File: config.mk
export PLATFORM = sky130hd
export DESIGN_NAME = dvs_event_word_encoder
export DESIGN_NICKNAME = d
export VERILOG_FILES = /design/src/rtl/dvsew_pkg.sv /design/src/rtl/dvs_event_word_encoder.sv
export SDC_FILE = /design/constraint.sdc
export NUM_CORES = 1
export LEC_CHECK = 0
export BUFFER_PORTS_ARGS = -buffer_cell sky130_fd_sc_hd__buf_2
export CAP_MARGIN = 10
export CORE_AREA = 3 3 169 171
export DETAILED_ROUTE_END_ITERATION = 6
export DIE_AREA = 0 0 172 174
export PLACE_DENSITY_LB_ADDON = 0.08
export REMOVE_ABC_BUFFERS = 1
export SLEW_MARGIN = 25
export SYNTH_ARGS = -nofsm -noshare
export SYNTH_HDL_FRONTEND = slang
export SYNTH_SLANG_ARGS = --single-unit
File: constraint.sdc
create_clock -name clock -period 15.95 [get_ports clock]
set_clock_uncertainty 0.15 [all_clocks]
set_input_delay 3.19 -clock clock [delete_from_list [all_inputs] [get_ports clock]]
set_output_delay 3.19 -clock clock [all_outputs]
set_load 0.01 [all_outputs]
File: src/rtl/dvsew_pkg.sv
// Types and constants of the DVS event word encoder.
// Depends on nothing; imported by the top level and its checker.
package dvsew_pkg;

   // One event as it arrives on the request stream, highest field first
   typedef struct packed {
      logic [9:0]  misc_data;
      logic        polarity;
      logic [63:0] event_time;
      logic [15:0] y_stream_value;
      logic [15:0] x_stream_value;
   } event_type;

   // Per-event flags carried on every word of a run
   typedef struct packed {
      logic [11:0] wrap_delta;
      logic        time_not_increasing;
      logic        row_changed;
      logic        time_changed;
   } flags_type;

   localparam int EVENT_W    = $bits(event_type);
   localparam int REQ_DATA_W = ((EVENT_W + 7) / 8) * 8;
   localparam int WORD_W     = 16;
   localparam int WRAP_W     = 12;
   localparam int RSP_DATA_W = (((WORD_W + WRAP_W) + 7) / 8) * 8;
   localparam int RSP_USER_W = 3;
   localparam int RUN_MAX    = 4;
   localparam int RUN_CNT_W  = 3;
   localparam int TS_LOW_W   = 15;

   // Word tags and fixed patterns
   localparam logic [3:0]        TAG_ROW   = 4'h1;
   localparam logic [3:0]        TAG_COL   = 4'h2;
   localparam logic [3:0]        TAG_WRAP  = 4'h7;
   localparam logic              TAG_TIME  = 1'b1;
   localparam logic [5:0]        MISC_HEAD = 6'b011001;

   // Run lengths
   localparam logic [RUN_CNT_W-1:0] RUN_FULL = 3'd4;
   localparam logic [RUN_CNT_W-1:0] RUN_ROW  = 3'd3;
   localparam logic [RUN_CNT_W-1:0] RUN_MIN  = 3'd2;

endpackage

File: src/rtl/dvs_event_word_encoder.sv
// An accepted event waits in the event register until the word register is free, then
// loads there as a run of 2 to 4 words. The single result channel carries one 16-bit
// word a cycle while rsp_tready is high and sets the throughput; an input register lets the
// next event enter while the current run drains. Reset (synchronous, active high) empties
// both stages and clears the previous timestamp and row to zero.
// Top level: event register, encoder logic and a shifting word register; uses dvsew_pkg.
module dvs_event_word_encoder
   import dvsew_pkg::*;
(
   input  logic                  clock,
   input  logic                  reset,
   input  logic                  req_tvalid,
   output logic                  req_tready,
   // x_stream_value, y_stream_value, event_time, polarity, misc_data, zero pad
   input  logic [REQ_DATA_W-1:0] req_tdata,
   output logic                  rsp_tvalid,
   input  logic                  rsp_tready,
   // word, wrap_delta, zero pad
   output logic [RSP_DATA_W-1:0] rsp_tdata,
   // time_changed, row_changed, time_not_increasing
   output logic [RSP_USER_W-1:0] rsp_tuser,
   output logic                  rsp_tlast
);

   logic                  ev_valid_ff;
   event_type             ev_ff;
   logic [RUN_CNT_W-1:0]  run_cnt_ff, run_cnt_in;
   logic [WORD_W-1:0]     run_word_ff [RUN_MAX];
   logic [WORD_W-1:0]     run_word_in [RUN_MAX];
   flags_type             run_flags_ff, run_flags_in;
   logic [63:0]           prev_time_ff;
   logic [15:0]           prev_row_ff;

   logic                  rsp_take, req_take, run_free, ev_move;
   flags_type             flags;
   logic                  wrap_up;
   logic [WORD_W-1:0]     ts_word, row_word, col_word, misc_word;
   logic [WORD_W-1:0]     enc_word [RUN_MAX];
   logic [RUN_CNT_W-1:0]  enc_cnt;

   // Handshakes
   assign rsp_take   = rsp_tvalid && rsp_tready;
   assign req_take   = req_tvalid && req_tready;
   assign run_free   = (run_cnt_ff == '0) || (rsp_take && run_cnt_ff == RUN_CNT_W'(1));
   assign ev_move    = ev_valid_ff && run_free;
   assign req_tready = !ev_valid_ff || ev_move;

   // Hold the incoming event
   always_ff @(posedge clock) begin
      if (reset) begin
         ev_valid_ff <= 1'b0;
      end else if (req_tready) begin
         ev_valid_ff <= req_tvalid;
      end
      if (req_take) begin
         ev_ff <= event_type'(req_tdata[EVENT_W-1:0]);
      end
   end

   // Compare with the previous event and build the words
   always_comb begin
      wrap_up                   = ev_ff.event_time[63:TS_LOW_W] > prev_time_ff[63:TS_LOW_W];
      flags.time_changed        = ev_ff.event_time != prev_time_ff;
      flags.time_not_increasing = ev_ff.event_time < prev_time_ff;
      flags.row_changed         = !flags.time_changed
                                  && (ev_ff.x_stream_value != prev_row_ff);
      flags.wrap_delta          = '0;
      if (flags.time_changed && wrap_up) begin
         flags.wrap_delta = ev_ff.event_time[TS_LOW_W+WRAP_W-1:TS_LOW_W]
                            - prev_time_ff[TS_LOW_W+WRAP_W-1:TS_LOW_W];
      end

      if (wrap_up) begin
         ts_word = {TAG_WRAP, flags.wrap_delta};
      end else begin
         ts_word = {TAG_TIME, ev_ff.event_time[TS_LOW_W-1:0]};
      end
      row_word  = {TAG_ROW, ev_ff.x_stream_value[11:0]};
      col_word  = {TAG_COL + {3'b000, ev_ff.polarity}, ev_ff.y_stream_value[11:0]};
      misc_word = {MISC_HEAD, ev_ff.misc_data};

      // Order the run: timestamp, row, column, misc
      if (flags.time_changed) begin
         enc_word[0] = ts_word;
         enc_word[1] = row_word;
         enc_word[2] = col_word;
         enc_word[3] = misc_word;
         enc_cnt     = RUN_FULL;
      end else if (flags.row_changed) begin
         enc_word[0] = row_word;
         enc_word[1] = col_word;
         enc_word[2] = misc_word;
         enc_word[3] = misc_word;
         enc_cnt     = RUN_ROW;
      end else begin
         enc_word[0] = col_word;
         enc_word[1] = misc_word;
         enc_word[2] = misc_word;
         enc_word[3] = misc_word;
         enc_cnt     = RUN_MIN;
      end
   end

   // Load a new run or advance the current one
   always_comb begin
      run_cnt_in   = run_cnt_ff;
      run_flags_in = run_flags_ff;
      run_word_in  = run_word_ff;
      if (ev_move) begin
         run_cnt_in   = enc_cnt;
         run_flags_in = flags;
         run_word_in  = enc_word;
      end else if (rsp_take) begin
         run_cnt_in = run_cnt_ff - RUN_CNT_W'(1);
         for (int i = 0; i < RUN_MAX - 1; i++) begin
            run_word_in[i] = run_word_ff[i+1];
         end
      end
   end

   always_ff @(posedge clock) begin
      if (reset) begin
         run_cnt_ff   <= '0;
         prev_time_ff <= '0;
         prev_row_ff  <= '0;
      end else begin
         run_cnt_ff <= run_cnt_in;
         if (ev_move) begin
            prev_time_ff <= ev_ff.event_time;
            prev_row_ff  <= ev_ff.x_stream_value;
         end
      end
      run_flags_ff <= run_flags_in;
      run_word_ff  <= run_word_in;
   end

   // Drive the result stream from the head of the run
   assign rsp_tvalid = run_cnt_ff != '0;
   assign rsp_tlast  = run_cnt_ff == RUN_CNT_W'(1);
   assign rsp_tdata  = {(RSP_DATA_W - WORD_W - WRAP_W)'(0), run_flags_ff.wrap_delta,
                        run_word_ff[0]};
   assign rsp_tuser  = {run_flags_ff.time_not_increasing, run_flags_ff.row_changed,
                        run_flags_ff.time_changed};

endmodule

==> run summary <==
Crit-path leading delay family -> buffers and inverters
Layout net count -> 1376
Setup crit end kind -> output pin
Largest net degree at the start of global routing -> 85
Final Cycle Share -> 44.14%
VDD IR-drop max -> 0.09739 mV
Reg-to-reg slack, setup -> 11.93 ns
Multiplexer share of the synthesized area -> 2.068%
Setup Buffers After CTS -> 0
N_diodes -> 0
Critical path's slowest cell -> buf_2
CP required -> 12.61 ns
Unrepaired setup endpoints after global routing -> false
Buffer and inverter count on the worst path -> 2
DR DRC count -> 0
First-pass GRT wire length -> 40940 um
CTS tree -> done
Main combinational cell family by area after synthesis -> simple AND/OR/NAND/NOR gates
Slew @ Worst Pin -> 0.9653 ns
Final hold vios -> 0
Asr flop ratio synth -> 0%
Top cell type's share of synthesized area -> 44.47%
Leak pwr -> 4.993 nW
Final min period -> 7.040 ns
CTS max path bufs -> 3
Worst Path Max Fanout -> 3
Crit-path cells -> buf_2 > nand2_1 > nand3_1 > buf_2
EDFF count, synth -> 172
WL per Instance -> 16.53 um
Final design utilization -> 49.76%
Row count -> 60
Vias in the first global route -> 7739
Cts hold-fix bufs -> 0
CTS clk-pin slew, worst paths -> 0.06 ns
PwrDens -> 164.8 nW/um^2
Initial antenna violation count -> 0
Vias -> 7886
Max_cap viols -> 0
Synth Area in Compound Gates -> 11.69%
Via/cell ratio -> 5.071
Most common cell in the netlist -> nand2_1
Post-synthesis simple-gate area fraction -> 12.70%
Die ar. -> 29930 um^2
RePlAce Congestion -> 0.7908
Fmax -> 142.0 MHz
Total global-route track usage -> 17.01%
Max incr delay on CP -> 0.16 ns
Largest cells by area after synthesis -> edfxtp_1 (44%), dfxtp_1 (14%), ha_1 (7.3%), nand2_1 (6.8%), a21oi_1 (5.2%)
Port bufs -> 140
Setup_tns -> 0 ns
Final setup fails -> 0
Area leader, netlist -> edfxtp_1
Number of distinct library cells after synthesis -> 60
Post-Syn Area -> 11610 um^2
Status -> finished, final reports clean
Syn Area/Cell -> 10.81 um^2
Mapped Cells -> 1074
Post-route ant nets -> 0
CTS Root Cell -> clkbuf_16
Max_slew headroom -> 35.16%
Num Clock Sinks -> 256
Post-Synth Adder-Cell Area -> 7.498%
Post-cts resize count -> 0
CP startpoint kind -> primary input
Detailed-placement wirelength estimate -> 16670 um
Initial core utilization -> 42.98%
Dominant synthesized flop cell -> edfxtp_1
Post-synth top cells -> nand2_1 (209), edfxtp_1 (172), a21oi_1 (120)
Total gr overflow -> 0
Hold Crit Class -> flip-flop to flip-flop
Synthesized flop and latch total -> 256
Tot Pwr -> 2.216 mW
Max Transition Viols Final -> 0
Fillers -> 2496
Synth Warn # -> 0
Part of the Yosys area used for sequential elements -> 58.95%
Arrival @ worst endpoint -> 3.70 ns
Die Width -> 172 um
Post-Place Worst Slack -> 8.908 ns
Die extent in y -> 174 um
Setup CP Type -> primary input to output pin
Routed wire length -> 25710 um
Core Area -> 27030 um^2
1st-iter DRT viols -> 498
Layout cells sized above 1 -> 17.22%
Synth-to-Final Area Change -> 15.78%
First-pass iteration count of the detailed router -> 4
IO Pins -> 154
H-tree levels -> 1
Synth Area in XOR/XNOR -> 1.584%
Final WS setup -> 8.910 ns
Num CTS Buffers -> 29
Clk_lat worst skew -> 0.56 ns
Cell repeated most along the worst path -> buf_2
-- layout by cell type, fill, tap and decap left out, types with 5 or more instances in the layout --
cell	synthesis	routed
buf_4	21	9
nor2_1	45	45
nand4_1	17	17
nor3_1	9	9
ha_1	68	68
a31oi_1	13	12
a21o_1	15	15
inv_1	75	74
dfxtp_1	84	84
buf_2	5	140
clkbuf_16	0	29
o21ai_0	37	37
clkinv_2	0	5
nand2_1	209	208
and3_1	14	14
o21a_1	6	6
mux2i_1	24	24
a21oi_1	120	120
xnor2_1	20	20
clkbuf_8	0	7
edfxtp_1	172	172
nand3_1	10	10
clkbuf_1	37	7
o32a_1	12	12
-- layout make-up --
class | count | area [um^2] | share of cell area, %
flip-flops and latches | 256 | 6847 | 50.91
multi-input cells | 678 | 4167 | 30.98
clock buffers | 43 | 848.3 | 6.308
repair buffers | 150 | 779.5 | 5.796
well taps | 341 | 426.7 | 3.173
inverters | 76 | 290.3 | 2.159
clock inverters | 11 | 90.09 | 0.6699
-- cells by family after synthesis --
family / count (synthesis)
simple gates: 331
flops: 256
compound gates: 229
buf+inv: 143
fa+ha+maj: 69
mux: 24
xor+xnor: 21
other cells: 1
-- flip-flops by register name, summed over array words and instances (netlist names) --
name	flops
run_word_ff	38
ev_valid_ff	1
col_word	12
ev_ff	91
run_cnt_ff	3
rsp_tdata	28
prev_row_ff	16
rsp_tuser	3
prev_time_ff	64
-- per-stage QoR --
| stage | std cells | cell area (um^2) | hold slack [ns] |
|---|---|---|---|
| floorplan | 1010 | 11270 | 0.2803 |
| global placement | 1501 | 12500 | 0.2916 |
| detailed placement | 1501 | 12510 | 0.2966 |
| CTS | 1555 | 13440 | 0.3045 |
| global route | 1555 | 13450 | 0.3183 |
| finish | 1555 | 13450 | 0.3012 |
-- final timing paths --
path | startpoint | endpoint | cells past startpoint
max reg2reg | run_cnt_ff[1] | run_word_ff[26] | 11
min | prev_time_ff[36] | prev_time_ff[36] | 2
max | rsp_tready | req_tready | 4
min reg2reg | prev_time_ff[36] | prev_time_ff[36] | 2
-- worst min-delay path, stage by stage (launching register included) --
cell and delay [ns]:
dfxtp_1 0.30, nand2_1 0.05, a21oi_1 0.05
-- routing by layer --
metal / up-vias / global-route usage [%] / wire length (um)
met2: 152 / 26.85 / 11600
met4: 0 / 3.859 / 517
met1: 3695 / 24.67 / 12470
met3: 39 / 2.775 / 1120
li1: 4000 / - / -
met5: - / 0 / 0
-- report_power, final --
group,total (mW),switching (mW),internal (mW)
clock network,0.646,0.263,0.383
registers,0.989,0.0727,0.916
logic,0.581,0.373,0.208
(Power assumes the default switching activity.)
